File: src/hdl/deq_pkg.sv
// ----------------------------------------------------------------------------
// deq_pkg
// Shared types and constants for the double-ended queue unit: operation and
// status codes, field widths and the control structs passed between stages.
// ----------------------------------------------------------------------------
package deq_pkg;

  localparam int DEPTH_DEF = 1024;
  localparam int DATA_W    = 32;
  localparam int OP_W      = 3;
  localparam int ST_W      = 2;
  localparam int OCC_W     = 11;

  typedef enum logic [OP_W-1:0] {
    OP_PUSH_TAIL = 3'd0,
    OP_PUSH_HEAD = 3'd1,
    OP_POP_TAIL  = 3'd2,
    OP_POP_HEAD  = 3'd3,
    OP_CLEAR     = 3'd4
  } op_t;

  typedef enum logic [ST_W-1:0] {
    ST_OK        = 2'd0,
    ST_UNDERFLOW = 2'd1,
    ST_OVERFLOW  = 2'd2
  } status_t;

  // Memory port strobes for the beat being accepted
  typedef struct packed {
    logic wr_en;
    logic rd_en;
  } mem_ctl_t;

  // Per-beat result information carried alongside the memory read
  typedef struct packed {
    logic    pop_ok;
    status_t status;
  } beat_info_t;

endpackage

File: src/hdl/deq_ctrl.sv
// ----------------------------------------------------------------------------
// deq_ctrl
// Head, tail and count registers of the ring. Decodes the accepted beat,
// issues the ring memory read or write and reports status and occupancy.
// ----------------------------------------------------------------------------
module deq_ctrl #(
  parameter int DEPTH = deq_pkg::DEPTH_DEF
) (
  input  logic                              clk,
  input  logic                              rst_n,
  input  logic                              accept,
  input  logic [deq_pkg::OP_W-1:0]          op_in,
  input  logic signed [deq_pkg::DATA_W-1:0] data_in,
  output deq_pkg::mem_ctl_t                 mem_ctl,
  output logic [$clog2(DEPTH)-1:0]          mem_addr,
  output logic [deq_pkg::DATA_W-1:0]        mem_wdata,
  output deq_pkg::beat_info_t               info,
  output logic [deq_pkg::OCC_W-1:0]         occupancy
);

  localparam int AW = $clog2(DEPTH);
  localparam int CW = $clog2(DEPTH + 1);

  logic [AW-1:0] head_r, head_nxt;
  logic [AW-1:0] tail_r, tail_nxt;
  logic [CW-1:0] count_r, count_nxt;

  logic [AW-1:0] head_inc, head_dec, tail_inc, tail_dec;
  logic          full, empty;
  logic          wr, rd;
  logic [deq_pkg::OCC_W+CW-1:0] occ_ext;
  deq_pkg::op_t  op;

  // Ring neighbors with wrap at the store depth
  assign head_inc = (head_r == AW'(DEPTH - 1)) ? '0 : head_r + AW'(1);
  assign head_dec = (head_r == '0) ? AW'(DEPTH - 1) : head_r - AW'(1);
  assign tail_inc = (tail_r == AW'(DEPTH - 1)) ? '0 : tail_r + AW'(1);
  assign tail_dec = (tail_r == '0) ? AW'(DEPTH - 1) : tail_r - AW'(1);

  assign full  = (count_r == CW'(DEPTH));
  assign empty = (count_r == '0);
  assign op    = deq_pkg::op_t'(op_in);

  // Decode the operation against the current ring state
  always_comb begin
    head_nxt    = head_r;
    tail_nxt    = tail_r;
    count_nxt   = count_r;
    wr          = 1'b0;
    rd          = 1'b0;
    mem_addr    = head_r;
    info.pop_ok = 1'b0;
    info.status = deq_pkg::ST_OK;
    case (op)
      deq_pkg::OP_PUSH_TAIL: begin
        if (full) begin
          info.status = deq_pkg::ST_OVERFLOW;
        end else begin
          wr        = 1'b1;
          mem_addr  = tail_r;
          tail_nxt  = tail_inc;
          count_nxt = count_r + CW'(1);
        end
      end
      deq_pkg::OP_PUSH_HEAD: begin
        if (full) begin
          info.status = deq_pkg::ST_OVERFLOW;
        end else begin
          wr        = 1'b1;
          mem_addr  = head_dec;
          head_nxt  = head_dec;
          count_nxt = count_r + CW'(1);
        end
      end
      deq_pkg::OP_POP_TAIL: begin
        if (empty) begin
          info.status = deq_pkg::ST_UNDERFLOW;
        end else begin
          rd          = 1'b1;
          info.pop_ok = 1'b1;
          mem_addr    = tail_dec;
          tail_nxt    = tail_dec;
          count_nxt   = count_r - CW'(1);
        end
      end
      deq_pkg::OP_POP_HEAD: begin
        if (empty) begin
          info.status = deq_pkg::ST_UNDERFLOW;
        end else begin
          rd          = 1'b1;
          info.pop_ok = 1'b1;
          mem_addr    = head_r;
          head_nxt    = head_inc;
          count_nxt   = count_r - CW'(1);
        end
      end
      deq_pkg::OP_CLEAR: begin
        head_nxt  = '0;
        tail_nxt  = '0;
        count_nxt = '0;
      end
      default: begin
      end
    endcase
  end

  // Strobe the memory only for the accepted beat
  assign mem_ctl.wr_en = accept & wr;
  assign mem_ctl.rd_en = accept & rd;
  assign mem_wdata     = data_in;

  // Occupancy wraps within its field width
  assign occ_ext   = {{deq_pkg::OCC_W{1'b0}}, count_nxt};
  assign occupancy = occ_ext[deq_pkg::OCC_W-1:0];

  // Advance ring pointers on accept
  always_ff @(posedge clk) begin
    if (!rst_n) begin
      head_r  <= '0;
      tail_r  <= '0;
      count_r <= '0;
    end else if (accept) begin
      head_r  <= head_nxt;
      tail_r  <= tail_nxt;
      count_r <= count_nxt;
    end
  end

endmodule

File: config.mk
export PLATFORM = sky130hd
export DESIGN_NAME = deq_ctrl
export DESIGN_NICKNAME = d
export VERILOG_FILES = /design/src/hdl/deq_pkg.sv /design/src/hdl/deq_ctrl.sv
export SDC_FILE = /design/constraint.sdc
export NUM_CORES = 1
export LEC_CHECK = 0
export ABC_AREA = 1
export BUFFER_PORTS_ARGS = -buffer_cell sky130_fd_sc_hd__buf_2
export CORE_MARGIN = 2
export CORE_UTILIZATION = 30
export DETAILED_ROUTE_END_ITERATION = 16
export GPL_ROUTABILITY_DRIVEN = 0
export REMOVE_ABC_BUFFERS = 1
export SYNTH_ARGS = -nofsm -noshare
export SYNTH_HDL_FRONTEND = slang
export SYNTH_SLANG_ARGS = --single-unit
File: constraint.sdc
create_clock -name clk -period 1.9 [get_ports clk]
set_input_delay 0.38 -clock clk [delete_from_list [all_inputs] [get_ports clk]]
set_output_delay 0.38 -clock clk [all_outputs]
set_load 0.01 [all_outputs]
==> summary.txt <==
Place
  – Post-Place Cell Area: about 4700 um2
  – HPWL after DPL: between 10 and 15 mm
  – IO Port Bufs: 31

Floorplan
  – Floorplan row count: 41
  – Top-Level Pins: 96
  – Initial cell density of the core: a little under a third
  – Height of the chip: between 100 and 150 um
  – Core Region: around 13,000 um2
  – Die outline width: around 120 um
  – Full die area: ~14,000 um2

Setup path
  – Arrival time at the worst endpoint: 1.94 ns
  – End of the worst register-to-register path: head_r[9]
  – Worst-case reg-to-reg path depth: 14
  – Slowest cell delay on critical path: around 0.32 ns
  – Highest fanout seen on the critical path: 8
  – Worst r2r src: count_r[0]
  – Worst path required time: around 1.5 ns
  – Critical path capture point type: primary output
  – Crit path launch type: register
  – Slowest cell on the critical path: sky130_fd_sc_hd__dfxtp_2
  – Cell family with the largest share of critical-path delay: simple AND/OR/NAND/NOR gates
  – Number of buffer and inverter instances along the worst setup path: 4
  – Slack of the worst reg-to-reg path: -0.09 ns
  – Crit path kind: register to primary output
  – Worst path cell trace: inv_2, ha_4, buf_6, nand3_4, nor2_4, nand3_2, inv_2, nand2_4, nand2_2, o21ai_0, nand3_1, buf_2
  – Most numerous cell on the critical path: sky130_fd_sc_hd__inv_2
  – CP startpoint: count_r[0]

Drt
  – Avg Vias per Cell: roughly 5.1
  – Drc violations: 0
  – Number of iterations in the first detailed-routing pass: 5
  – Detail Route Antenna Nets: 0
  – Overall via count from detail_route: a little under 5,000
  – Post-detailed-routing wire length: about 14 mm
  – WL per Instance: ~15 um
  – DRC marker count from the first detailed-route iteration: 503

Synth
  – Cell variety after synth: 42
  – Sequential area share after synthesis: about 16%
  – Number of warning messages in the yosys log: 0
  – FF+latch count, synth: 31
  – Gate count after technology mapping: about 670
  – Post-Synthesis Cell Area: around 3800 um2
  – Synthesized area divided by synthesized cell count: between 5 and 6 um2

Flow run
  – Max-capacitance violation count: 0

Min path
  – Min-delay worst type: primary input to register
  – Worst Hold End: head_r[2]
  – Min-delay src: rst_n
  – Hold Crit Depth: 3

Power and ir drop
  – Peak VDD IR: 285 uV
  – Power density of the placed cells: around 590 nW/um2
  – Leakage Power: between 2 and 3 nW

Finish
  – Final instance area: roughly 5400 um2
  – Area added between synthesis and finish: 41.9%
  – Final net count: around 830
  – Diode insertion count for antenna repair: 0
  – Ratio of cells with drive above 1 in the final layout: roughly 37%

Timing
  – Worst Tran Pin Value: roughly 0.37 ns
  – Period minus WS final: approximately 2.3 ns
  – Max frequency: 431 MHz
  – Relative slew slack: roughly 75%
  – Clock tree skew after final layout: about 0.0065 ns
  – Final slew viol count: 0
  – Accumulated negative setup slack: -8.60 ns
  – Final hold vios: 0
  – Number of setup violations in the final report: 37
  – Final worst setup slack: -0.421 ns
  – Final hold slack: 0.446 ns
  – Setup repair after global routing missed its margin: true
  – Share of the clock period used by the worst path: 122%

CTS
  – Clock input transition at the sequential cells of the worst setup and hold paths: around 0.06 ns
  – Clock root buffer master: sky130_fd_sc_hd__clkbuf_16
  – Max clock buf depth: 2
  – Insertion delay of the later-clocked pin in the worst-skew pair: between 0.2 and 0.3 ns
  – TritonCTS buffer count: 5
  – TritonCTS clock tree: done
  – CTS Sinks: 31
  – Maximum level of the CTS H-tree: 2

Global route
  – Global route total overflow: 0
  – Pin count of the biggest net entering global routing: 21
  – Global-route wire length before repair: 22.8 mm
  – Aggregate global-route resource usage: a little over a fifth
  – Vias in the first global route: 4,438
  – Number of antenna violations at the first check in global routing: 0

Status
  – Status: finished, violations left
  – Failing checks: setup timing
-- routing by layer --
layer  GRT usage (%)  vias to the layer above  share of wire, %
met2            33.4                      208                47
li1                -                     2405                 -
met1            27.4                     2246                43
met5            2.96                        -                 0
met4            6.82                        0               2.1
met3            6.28                       23               8.0
-- worst max-delay path by stage --
stage,to,slack [ns],depth (start not counted)
final,mem_addr[5],-0.42,12
after global routing,mem_addr[5],-0.55,11
after CTS,mem_addr[8],-0.40,11
after detailed placement,occupancy[0],-0.18,10
after global placement,occupancy[0],-0.14,10
after floorplan,head_r[2],-0.13,9
-- power breakdown --
part	internal [mW]	total, mW	switching [mW]	leakage, nW
registers	0.700	0.740	0.0403	0.256
logic	0.694	1.59	0.891	2.39
clock network	0.559	0.881	0.322	0.0772
-- sequential cells by signal, indices dropped and copies added, names as in the netlist --
register	cells
count_r	11
head_r	10
tail_r	10
-- Yosys cell counts, drive strengths merged --
master    n  area (um2)
a21boi    2        15.0
a21oi    37         238
and2      1        6.26
buf      50         362
clkbuf    7        31.3
clkinv    2        7.51
dfxtp    31         621
ha        7        87.6
inv      77         292
nand2   199         780
nand3    85         455
nand3b    2        27.5
nand4    27         169
nor2     67         289
nor3      7        40.0
nor3b     2        20.0
nor4      1        6.26
o211ai    9        67.6
o21ai    50         258
o21bai    1        7.51
or2       2        12.5
xnor2     1        8.76
xor2      4        35.0
-- worst reg2reg max path, delay by kind of cell (launching register included) --
| kind | cells | cell delay [ns] |
|---|---|---|
| AO/OA/AOI/OAI | 2 | 0.21 |
| flip-flops | 1 | 0.32 |
| buffers and inverters | 7 | 0.77 |
| adder cells (fa/ha/maj) | 1 | 0.16 |
| AND/OR/NAND/NOR | 4 | 0.43 |
-- logic make-up (layout without fill, tap and decap cells) --
family	Yosys count	in the layout	share of synthesized area [%]
adders and majority gates	7	7	2.28
DFF	31	31	16.2
buffers and inverters	136	250	18.0
and+or+nand+nor	393	396	47.1
xor gates and xnor gates	5	5	1.14
AOI/OAI and AO/OA	99	99	15.3
-- area by class of cell --
class / count / area [um2]
Tap cell: 172 / 215
Timing Repair inverter: 1 / 11.3
Fill cell: 1292 / 7130
Multi-Input combinational cell: 507 / 2830
Timing Repair Buffer: 162 / 1290
Clock buffer: 8 / 156
Inverter: 79 / 314
Sequential cell: 31 / 623
-- stage by stage --
| step | util (%) | std cells | worst slack, ns | power [mW] |
|---|---|---|---|---|
| final | 43.3 | 960 | -0.421 | 3.21 |
| after global routing | 43.3 | 960 | -0.545 | 3.40 |
| after CTS | 41.3 | 955 | -0.396 | 3.07 |
| after detailed placement | 37.2 | 931 | -0.177 | 2.04 |
| after global placement | 37.2 | 931 | -0.142 | 2.04 |
| after floorplan | - | 614 | -0.133 | 1.48 |
-- layout by cell type, fill, tap and decap left out, drive strengths merged, types with 4 or more instances in the layout --
master	instances
clkbuf	8
xor2	4
nand2	200
o211ai	9
ha	7
nand3	87
dfxtp	31
nand4	27
buf	162
nor3	7
inv	78
nor2	67
a21oi	37
o21ai	50
-- timing repair --
item | CTS | global route
buffers inserted | 12 | 10
resized for setup | 66 | 62
gates cloned | 4 | 1
hold buffers | 0 | 0
setup endpoints to repair | 38 | 48
pin swaps | 12 | 33
No activity file was read; power rests on OpenSTA's default activity.
