[config.mk]
export PLATFORM = sky130hd
export DESIGN_NAME = deq_outq
export DESIGN_NICKNAME = d
export VERILOG_FILES = /design/src/hdl/deq_pkg.sv /design/src/hdl/deq_outq.sv
export SDC_FILE = /design/constraint.sdc
export NUM_CORES = 1
export LEC_CHECK = 0
export BUFFER_PORTS_ARGS = -buffer_cell sky130_fd_sc_hd__buf_2
export CAP_MARGIN = 10
export CORE_ASPECT_RATIO = 1.75
export CORE_MARGIN = 10
export CORE_UTILIZATION = 46
export DETAILED_ROUTE_END_ITERATION = 7
export PLACE_DENSITY = 0.78
export SYNTH_ARGS = -nofsm -noshare
export SYNTH_HDL_FRONTEND = slang
export SYNTH_SLANG_ARGS = --single-unit
[constraint.sdc]
create_clock -name clk -period 3.8 [get_ports clk]
set_input_delay 0.76 -clock clk [delete_from_list [all_inputs] [get_ports clk]]
set_output_delay 0.76 -clock clk [all_outputs]
set_load 0.05 [all_outputs]
[src/hdl/deq_pkg.sv]
// ----------------------------------------------------------------------------
// deq_pkg
// Shared types and constants for the double-ended queue unit: operation and
// status codes, field widths and the control structs passed between stages.
// ----------------------------------------------------------------------------
package deq_pkg;

  localparam int DEPTH_DEF = 1024;
  localparam int DATA_W    = 32;
  localparam int OP_W      = 3;
  localparam int ST_W      = 2;
  localparam int OCC_W     = 11;

  typedef enum logic [OP_W-1:0] {
    OP_PUSH_TAIL = 3'd0,
    OP_PUSH_HEAD = 3'd1,
    OP_POP_TAIL  = 3'd2,
    OP_POP_HEAD  = 3'd3,
    OP_CLEAR     = 3'd4
  } op_t;

  typedef enum logic [ST_W-1:0] {
    ST_OK        = 2'd0,
    ST_UNDERFLOW = 2'd1,
    ST_OVERFLOW  = 2'd2
  } status_t;

  // Memory port strobes for the beat being accepted
  typedef struct packed {
    logic wr_en;
    logic rd_en;
  } mem_ctl_t;

  // Per-beat result information carried alongside the memory read
  typedef struct packed {
    logic    pop_ok;
    status_t status;
  } beat_info_t;

endpackage

[src/hdl/deq_outq.sv]
// ----------------------------------------------------------------------------
// deq_outq
// Read stage and output register. The read stage waits for the memory data;
// the output register holds a finished result while the receiver stalls.
// ----------------------------------------------------------------------------
module deq_outq (
  input  logic                              clk,
  input  logic                              rst_n,
  input  logic                              load,
  input  deq_pkg::beat_info_t               info,
  input  logic [deq_pkg::OCC_W-1:0]         occ_in,
  input  logic [deq_pkg::DATA_W-1:0]        rdata,
  output logic                              ready,
  output logic                              out_valid,
  input  logic                              out_ready,
  output logic signed [deq_pkg::DATA_W-1:0] out_data_out,
  output logic [deq_pkg::ST_W-1:0]          out_status,
  output logic [deq_pkg::OCC_W-1:0]         out_occupancy
);

  logic                        s1_valid_r, s1_valid_nxt;
  deq_pkg::beat_info_t         s1_info_r;
  logic [deq_pkg::OCC_W-1:0]   s1_occ_r;
  logic                        o_valid_r, o_valid_nxt;
  logic [deq_pkg::DATA_W-1:0]  o_data_r;
  deq_pkg::status_t            o_status_r;
  logic [deq_pkg::OCC_W-1:0]   o_occ_r;
  logic                        s1_adv;

  // Move the read stage on when the output register is free or draining
  assign s1_adv = s1_valid_r & (~o_valid_r | out_ready);
  assign ready  = ~s1_valid_r | ~o_valid_r | out_ready;

  always_comb begin
    s1_valid_nxt = s1_valid_r;
    if (load) begin
      s1_valid_nxt = 1'b1;
    end else if (s1_adv) begin
      s1_valid_nxt = 1'b0;
    end
    o_valid_nxt = o_valid_r;
    if (s1_adv) begin
      o_valid_nxt = 1'b1;
    end else if (out_ready) begin
      o_valid_nxt = 1'b0;
    end
  end

  // Control state
  always_ff @(posedge clk) begin
    if (!rst_n) begin
      s1_valid_r <= 1'b0;
      o_valid_r  <= 1'b0;
    end else begin
      s1_valid_r <= s1_valid_nxt;
      o_valid_r  <= o_valid_nxt;
    end
  end

  // Payload: capture beat info, then the result with memory data
  always_ff @(posedge clk) begin
    if (load) begin
      s1_info_r <= info;
      s1_occ_r  <= occ_in;
    end
    if (s1_adv) begin
      o_data_r   <= s1_info_r.pop_ok ? rdata : '0;
      o_status_r <= s1_info_r.status;
      o_occ_r    <= s1_occ_r;
    end
  end

  assign out_valid     = o_valid_r;
  assign out_data_out  = o_data_r;
  assign out_status    = o_status_r;
  assign out_occupancy = o_occ_r;

endmodule

==> results.md, run 1 <==
- **status** completed
- **number of flip-flops and latches in the synthesized netlist** 61
- **standard-cell row count** 32
- **post-synthesis cell type with the largest combined area** edfxtp_1
- **Layout Skew** 0.00550 ns
- **area growth from synthesis to final layout** 33.3%
- **maximum fanout along the worst path** 4
- **number of buffers added on ports** 96
- **Worst path slowest cell** nor2b_2
- **final period demand of the worst path** 2.15 ns
- **die span in y** 110 microns
- **via-per-instance ratio** 4.55
- **Worst Hold Path Cells** 0
- **fraction of synthesized cell area taken by the top area cell type** 0.840
- **Worst Setup Path Type** in -> out
- **cells taking the most area after synthesis** edfxtp_1, and2_2, dfxtp_1
- **post-detailed-routing wire length** 4460 microns
- **nets in the synthesized netlist** 152
- **unrepaired setup endpoints after global routing** no
- **overall die area** 0.00780 sq mm
- **Final Hold Vio Count** 0
- **HPWL after detailed placement** 3440 microns
- **Setup Total Neg Slack** 0 ns
- **I/O Pins** 97
- **average cell area after synthesis** 20.7 sq um
- **setup slack of the worst register-to-register path** 2.27 ns
- **Crit Reg-Reg Endpoint** out_data_out[19]
- **buffering stage count on the worst path with inverters included** 2
- **Synth Cell Area** 0.00211 sq mm
- **clk_lat worst skew** 0.32 ns
- **total CTS buffers** 9
- **top cell family by delay on the critical path** buffers and inverters
- **total congestion overflow after global routing** 0
- **# resized after CTS** 0
- **fill cell count** 361
- **DIE WIDTH** 71.2 microns
- **sequential fraction of the synthesis area** 0.859
- **effective utilization at floorplan** 0.479
- **number of warning messages in the yosys log** 0
- **detailed-route wire length per cell** 17.1 microns
- **Clk Tree Root Cell** clkbuf_8
- **fraction of final layout cells sized beyond drive strength 1** 0.676
- **Largest stage delay, worst path** 0.23 ns
- **Post-CTS Setup Inserts** 0
- **Final Setup Violations** 0
- **drt initial violations** 66
- **worst relative slew slack** 0.519
- **overall routing resource usage** 0.113
- **Slew @ Worst Pin** 0.721 ns
- **endpoint of the worst hold path** out_occupancy[6]
- **Arr. time, crit path** 1.39 ns
- **fin nets** 257
- **synthesized instance count** 102
- **area of the core** 0.00440 sq mm
- **CP Capture Type** primary output
- **FF-to-FF Start** out_valid
- **highest clock rate** 466 MHz
- **fraction of the cycle the final worst path needs** 0.565
- **commonest cells in the synthesized netlist** edfxtp_1, and2_2, clkbuf_2
- **maximum ir drop on the vdd rail** 398 uV
- **CTS max path bufs** 2
- **TritonCTS clock tree** yes
- **Max Transition Viols Final** 0
- **WP data required** 3.04 ns
- **Worst Setup Slack post-DPL** 1.55 ns
- **initial antenna violation count** 0
- **First-pass DRT Iterations** 4
- **HP Class** reg -> reg
- **global-route wire length before repair** 6640 microns
- **CTS clock-pin slew for the worst setup and hold paths** 0.06 ns
- **most frequent cell after synthesis** edfxtp_1
- **Final Wtd Congestion** 0.721
- **final worst setup slack** 1.65 ns
- **DRC violation count after routing** 0
- **largest net degree at the start of global routing** 46
- **count of flip-flops with a built-in enable after synthesis** 59
- **library cell appearing most often on the critical path** buf_2
- **cells along the critical path** buf_2, nor2b_2, nand2_1, buf_2
- **LEAKAGE** 1.17 nW
- **H-Tree Level Count** 3
- **power density over the cells** 503 mW/mm^2
- **count of antenna diodes in the layout** 0
- **vias in the first global route** 1317
- **most used flip-flop cell after synthesis** edfxtp_1
- **Detail Route Antenna Nets** 0
- **routed vias** 1188
- **launch point of the worst hold path** s1_occ_r[6]
- **share of synthesized flip-flops with an asynchronous set or reset** 0
- **number of clock sinks** 61
- **startpoint type of the worst setup path** primary input
- **distinct cell type count after synthesis** 10
- **number of hold buffers added after CTS** 0
- **count of cells along the worst register-to-register path** 3
- **maximum capacitance violations** 0
routing by layer:
| layer | GRT usage | wire, microns | vias up |
|---|---|---|---|
| li1 | - | - | 578 |
| met1 | 0.113 | 1650 | 538 |
| met2 | 0.186 | 2310 | 62 |
| met3 | 0.0542 | 379 | 10 |
| met4 | 0.0667 | 119 | 0 |
| met5 | 0 | 0 | - |
how the worst max path moves through the flow:
stage	to	startpoint	cells after the start
after floorplan	out_data_out[0]	out_ready	2
after global placement	out_data_out[12]	out_ready	3
after detailed placement	out_data_out[19]	out_ready	3
after CTS	ready	out_ready	4
after global routing	ready	out_ready	4
final	ready	out_ready	4
sequential cells by signal (all words and copies together), names as in the netlist:
register       flops
out_status         2
out_data_out      32
s1_valid_r         1
out_valid          1
s1_occ_r          11
s1_info_r          3
out_occupancy     11
through the flow:
stage / utilization / hold slack (ns) / total power, mW / area [sq um] / instances
after global placement: 0.601 / 0.403 / 0.990 / 2650 / 246
after detailed placement: 0.601 / 0.405 / 0.995 / 2650 / 246
final: 0.638 / 0.414 / 1.41 / 2810 / 261
after global routing: 0.638 / 0.422 / 1.48 / 2810 / 261
after floorplan: - / 0.400 / 0.936 / 2110 / 102
after CTS: 0.634 / 0.415 / 1.43 / 2790 / 260
layout by cell type (no fill, tap or decap), types with 2 or more instances in the layout:
master	synthesis	final
buf_2	0	96
clkbuf_8	0	9
clkinv_2	0	2
and2_2	32	32
edfxtp_1	59	59
dfxtp_1	2	2
clkinv_1	0	2
layout make-up:
class                           instances  area [sq um]  share of cell area
Clock buffer                           10           128              0.0454
Clock inverter                          4          17.5             0.00623
Multi-Input combinational cell         38           289               0.103
Sequential cell                        61          1810               0.645
Tap cell                               51          63.8              0.0227
Timing Repair Buffer                   97           500               0.178
logic make-up (layout without fill, tap and decap cells):
kind of cell / count (synthesis) / in the layout / synth area share
flip-flops: 61 / 61 / 0.859
buffers and inverters: 3 / 111 / 0.00712
AO/OA/AOI/OAI: 2 / 2 / 0.00772
AND/OR/NAND/NOR: 36 / 36 / 0.126
power by group:
part           internal [mW]  switching, mW
Sequential             0.786         0.0141
Clock                  0.222          0.212
Combinational         0.0536          0.126
worst reg2reg max path, delay by kind of cell (launching register included):
kind / cells / cell delay [ns]
flops: 1 / 0.31
buf+inv: 1 / 0.27
simple gates: 2 / 0.65
No activity file was read; power rests on OpenSTA's default activity.
==> run 2: changes to the inputs <==
--- a/config.mk
+++ b/config.mk
@@ -9,9 +9,9 @@
 export CAP_MARGIN = 10
 export CORE_ASPECT_RATIO = 1.75
 export CORE_MARGIN = 10
-export CORE_UTILIZATION = 46
+export CORE_UTILIZATION = 41
 export DETAILED_ROUTE_END_ITERATION = 7
-export PLACE_DENSITY = 0.78
+export PLACE_DENSITY = 0.73
 export SYNTH_ARGS = -nofsm -noshare
 export SYNTH_HDL_FRONTEND = slang
 export SYNTH_SLANG_ARGS = --single-unit
==> constraint.sdc (replaced) <==
create_clock -name clk -period 1.95 [get_ports clk]
set_input_delay 0.39 -clock clk [delete_from_list [all_inputs] [get_ports clk]]
set_output_delay 0.39 -clock clk [all_outputs]
set_load 0.05 [all_outputs]
==> run 2 against run 1 <==
Against the previous run: setup slack got worse by 1.3 ns; critical path depth fell by 1; final cell count rose by 2.3%; highest routed layer unchanged.
==> results.md, run 2 (synthesis results as in run 1) <==
- **status** completed
- **Final Setup Violations** 0
- **vias in the first global route** 1284
- **maximum ir drop on the vdd rail** 557 uV
- **setup slack of the worst register-to-register path** 0.66 ns
- **fraction of final layout cells sized beyond drive strength 1** 0.681
- **power density over the cells** 1030 mW/mm^2
- **highest metal layer used by the detailed router** met4
- **global-route wire length before repair** 6440 microns
- **FF-to-FF Start** s1_info_r[2]
- **number of flip-flops in the largest register** 32
- **DRC violation count after routing** 0
- **worst relative slew slack** 0.508
- **standard-cell row count** 34
- **Worst Setup EP** ready
- **Detail Route Antenna Nets** 0
- **total CTS buffers** 9
- **Final Wtd Congestion** 0.742
- **final standard cell count with taps included and fillers excluded** 267
- **CTS clock-pin slew for the worst setup and hold paths** 0.06 ns
- **drt initial violations** 49
- **placed cells** 251
- **Final Hold Vio Count** 0
- **startpoint type of the worst setup path** register
- **I/O Pins** 97
- **initial antenna violation count** 0
- **final period demand of the worst path** 1.56 ns
- **via-per-instance ratio** 4.41
- **Post-CTS Setup Inserts** 0
- **overall die area** 0.00852 sq mm
- **Arr. time, crit path** 1.17 ns
- **largest net degree at the start of global routing** 33
- **fraction of the cycle the final worst path needs** 0.799
- **Worst Setup Path Type** reg -> out
- **TritonCTS clock tree** yes
- **number of clock sinks** 61
- **Crit Reg-Reg Endpoint** out_data_out[30]
- **effective utilization at floorplan** 0.424
- **HP Class** in -> reg
- **most used cells in the layout excluding fill and tap cells** buf_2, edfxtp_1, and2_2
- **CP Capture Type** primary output
- **fin nets** 258
- **Layout Skew** 0.00782 ns
- **clk_lat worst skew** 0.32 ns
- **overall routing resource usage** 0.105
- **post-detailed-routing wire length** 4420 microns
- **number of buffers added on ports** 96
- **routed vias** 1177
- **Slew @ Worst Pin** 0.739 ns
- **met3 wire length** 534 microns
- **total congestion overflow after global routing** 0
- **source of the critical timing path** out_valid
- **LEAKAGE** 1.19 nW
- **Clk Tree Root Cell** clkbuf_8
- **number of hold buffers added after CTS** 0
- **H-Tree Level Count** 3
- **Setup Total Neg Slack** 0 ns
- **routed wire length on met2** 2280 microns
- **area of the core** 0.00498 sq mm
- **HPWL after detailed placement** 3380 microns
- **Worst Hold Margin** 0.243 ns
- **count of cells along the worst register-to-register path** 1
- **CTS max path bufs** 2
- **# resized after CTS** 0
- **unrepaired setup endpoints after global routing** no
- **DIE WIDTH** 74.2 microns
- **most common library cell in the layout ignoring fill and taps** buf_2
- **First-pass DRT Iterations** 4
- **count of antenna diodes in the layout** 0
- **Max Transition Viols Final** 0
- **wire length on met1** 1530 microns
- **detailed-route wire length per cell** 16.5 microns
- **highest clock rate** 642 MHz
- **area growth from synthesis to final layout** 35.0%
- **maximum capacitance violations** 0
- **maximum fanout along the worst path** 4
- **WP data required** 1.56 ns
- **die span in y** 115 microns
## run 2: cell count changes in the layout (fill, tap and decap cells not counted), sizes merged
cell      previous run  this run
clkinvlp             0         1
clkbuf              10        11
buf                 97        98
bufinv               0         1
clkinv               4         3
## run 2: metal layers
layer	up-vias	GRT usage
met5	-	0
met4	0	0.0762
met3	6	0.0509
met2	65	0.171
met1	526	0.0965
li1	580	-
## run 2: how the worst min path moves through the flow
stage                            end  depth (start not counted)  slack, ns        start
floorplan           out_occupancy[0]                          0       0.40  s1_occ_r[0]
global placement    out_occupancy[9]                          0       0.40  s1_occ_r[9]
detailed placement  out_occupancy[0]                          0       0.40  s1_occ_r[0]
CTS                      s1_occ_r[2]                          1       0.22    occ_in[2]
global route             s1_occ_r[8]                          1       0.22    occ_in[8]
finish                   s1_occ_r[8]                          1       0.24    occ_in[8]
## run 2: area by class of cell
cell class | count | area [sq um]
Clock buffer | 11 | 131
Clock inverter | 5 | 51.3
Fill cell | 397 | 2130
Multi-Input combinational cell | 38 | 289
Sequential cell | 61 | 1810
Tap cell | 54 | 67.6
Timing Repair Buffer | 98 | 495
## run 2: worst max-delay path, stage by stage (launching register included)
cell and delay [ns]:
dfxtp_1 0.32, nor2b_2 0.24, nand2_1 0.07, buf_2 0.21
## run 2: through the flow
stage | worst slack [ns] | instance area (sq um) | util | power (mW)
floorplan | 0.132 | 2120 | - | 1.82
global route | 0.304 | 2850 | 0.572 | 3.04
finish | 0.392 | 2850 | 0.572 | 2.93
detailed placement | 0.573 | 2660 | 0.535 | 1.94
global placement | 0.583 | 2660 | 0.535 | 1.93
CTS | 0.361 | 2850 | 0.572 | 2.97
## run 2: report_power, final
part           leakage [nW]  internal (mW)  switching [mW]
Combinational         0.516          0.103           0.245
Sequential            0.580           1.53          0.0279
Clock                0.0907          0.582           0.439
Total                  1.19           2.22           0.711
==> run 3: changes to the inputs <==
==> constraint.sdc (replaced) <==
create_clock -name clk -period 1.4 [get_ports clk]
set_input_delay 0.28 -clock clk [delete_from_list [all_inputs] [get_ports clk]]
set_output_delay 0.28 -clock clk [all_outputs]
set_load 0.05 [all_outputs]
==> run 3 against run 2 <==
Against the previous run: die area unchanged; register-to-register slack worse by 0.56 ns; critical endpoint unchanged; largest power group unchanged; via count up 2.6%; setup slack worse by 0.32 ns; clock power up 62%; total power up 48%; clock skew down 0.0014 ns; utilization up 1.4 points; worst hold slack worse by 0.12 ns; sequential power up 38%; largest cell class unchanged; critical path depth unchanged.
==> results.md, run 3 (synthesis results as in run 1) <==
- **HP Class** in -> reg
- **top cell family by delay on the critical path** flip-flops
- **Design Area, Final** 0.00292 sq mm
- **count of antenna diodes in the layout** 0
- **HPWL after detailed placement** 3490 microns
- **power density over the cells** 1480 mW/mm^2
- **Final Setup Violations** 0
- **highest clock rate** 752 MHz
- **buffering stage count on the worst path with inverters included** 1
- **post-place instance area** 0.00269 sq mm
- **clk_lat worst skew** 0.33 ns
- **most used cells in the layout excluding fill and tap cells** buf_2, edfxtp_1, and2_2
- **Clk Tree Root Cell** clkbuf_8
- **overall routing resource usage** 0.112
- **fraction of final layout cells sized beyond drive strength 1** 0.702
- **status** completed
- **fraction of the cycle the final worst path needs** 0.950
- **post-detailed-routing wire length** 4550 microns
- **initial antenna violation count** 0
- **CTS max path bufs** 2
- **unrepaired setup endpoints after global routing** no
- **overall die area** 0.00852 sq mm
- **LEAKAGE** 1.22 nW
- **fill cell count** 411
- **Slew @ Worst Pin** 0.337 ns
- **Layout Skew** 0.00638 ns
- **effective utilization at floorplan** 0.424
- **Worst Setup Path Type** reg -> out
- **CP Capture Type** primary output
- **worst relative slew slack** 0.775
- **overall power of the completed layout** 4.32 mW
- **number of clock sinks** 61
- **Worst path slowest cell** dfxtp_4
- **Final Wtd Congestion** 0.754
- **maximum ir drop on the vdd rail** 1100 uV
- **Arr. time, crit path** 1.05 ns
- **area growth from synthesis to final layout** 38.3%
- **CTS clock-pin slew for the worst setup and hold paths** 0.07 ns
- **TritonCTS clock tree** yes
- **source of the critical timing path** out_valid
- **number of buffers added on ports** 96
- **number of flip-flops in the largest register** 32
- **First-pass DRT Iterations** 5
- **drt initial violations** 57
- **cells along the critical path** nor2b_4, nand2_1, buf_4
- **multi-input combinational cell area** 294 sq um
- **total CTS buffers** 9
- **via-per-instance ratio** 4.49
- **detailed-route wire length per cell** 16.9 microns
- **launch point of the worst hold path** occ_in[0]
- **H-Tree Level Count** 3
- **DIE WIDTH** 74.2 microns
- **Final Hold Vio Count** 0
- **maximum capacitance violations** 0
- **Detail Route Antenna Nets** 0
- **Register Area** 0.00182 sq mm
- **area of the core** 0.00498 sq mm
- **startpoint type of the worst setup path** register
- **final period demand of the worst path** 1.33 ns
- **WP data required** 1.12 ns
- **Largest stage delay, worst path** 0.34 ns
- **DRC violation count after routing** 0
- **I/O Pins** 97
- **vias in the first global route** 1353
- **global-route wire length before repair** 6910 microns
- **fin nets** 260
- **standard-cell row count** 34
- **FF-to-FF Start** out_valid
- **total congestion overflow after global routing** 0
- **maximum fanout along the worst path** 2
- **largest net degree at the start of global routing** 46
- **routed vias** 1208
- **Max Transition Viols Final** 0
- **die span in y** 115 microns
- **most common library cell in the layout ignoring fill and taps** buf_2
[run 3: layout make-up]
class / instances / share of cell area
Clock buffer: 9 / 0.0425
Timing Repair Buffer: 100 / 0.180
Clock inverter: 7 / 0.0309
Tap cell: 54 / 0.0232
Sequential cell: 61 / 0.622
Multi-Input combinational cell: 38 / 0.101
[run 3: metrics by stage]
step           setup slack [ns]  hold slack (ns)  std cells   util  TNS [ns]
2_1_floorplan            -0.237            0.379        102      -    -10.67
3_3_place_gp              0.249            0.402        252  0.541         0
3_5_place_dp              0.232            0.405        252  0.541         0
4_1_cts                  0.0484           0.0945        269  0.586         0
5_1_grt                 0.00736           0.0916        269  0.586         0
6_report                 0.0704            0.122        269  0.586         0
[run 3: metal layers]
layer | wire [microns] | GRT usage | vias up | share of wire
met3 | 470 | 0.0604 | 7 | 0.10
met1 | 1420 | 0.102 | 561 | 0.31
met5 | 0 | 0 | - | 0
met2 | 2590 | 0.188 | 53 | 0.57
li1 | - | - | 587 | -
met4 | 73 | 0.0687 | 0 | 0.016
[run 3: worst reg2reg max path: cells and delay by family (launching register included)]
kind / cells / cell delay [ns]
DFF: 1 / 0.34
and+or+nand+nor: 2 / 0.24
buffers and inverters: 2 / 0.39
[run 3: what timing repair did]
action                                  in CTS  in global routing
gates resized for setup                      1                  0
hold buffers                                 0                  0
endpoints found under the setup margin       1                  0
setup buffers                                1                  0
[run 3: worst paths after layout]
check | endpoint | slack, ns | cells after the start
setup / recovery | ready | 0.07 | 3
hold / removal | s1_occ_r[0] | 0.12 | 1
setup reg to reg | out_data_out[0] | 0.10 | 4
hold reg to reg | out_occupancy[7] | 0.42 | 0
[run 3: power breakdown]
part | internal (mW) | total, mW | leakage [nW] | switching (mW)
Combinational | 0.153 | 0.510 | 0.533 | 0.357
Sequential | 2.13 | 2.16 | 0.581 | 0.0256
Clock | 0.991 | 1.65 | 0.105 | 0.661
Total | 3.28 | 4.32 | 1.22 | 1.04
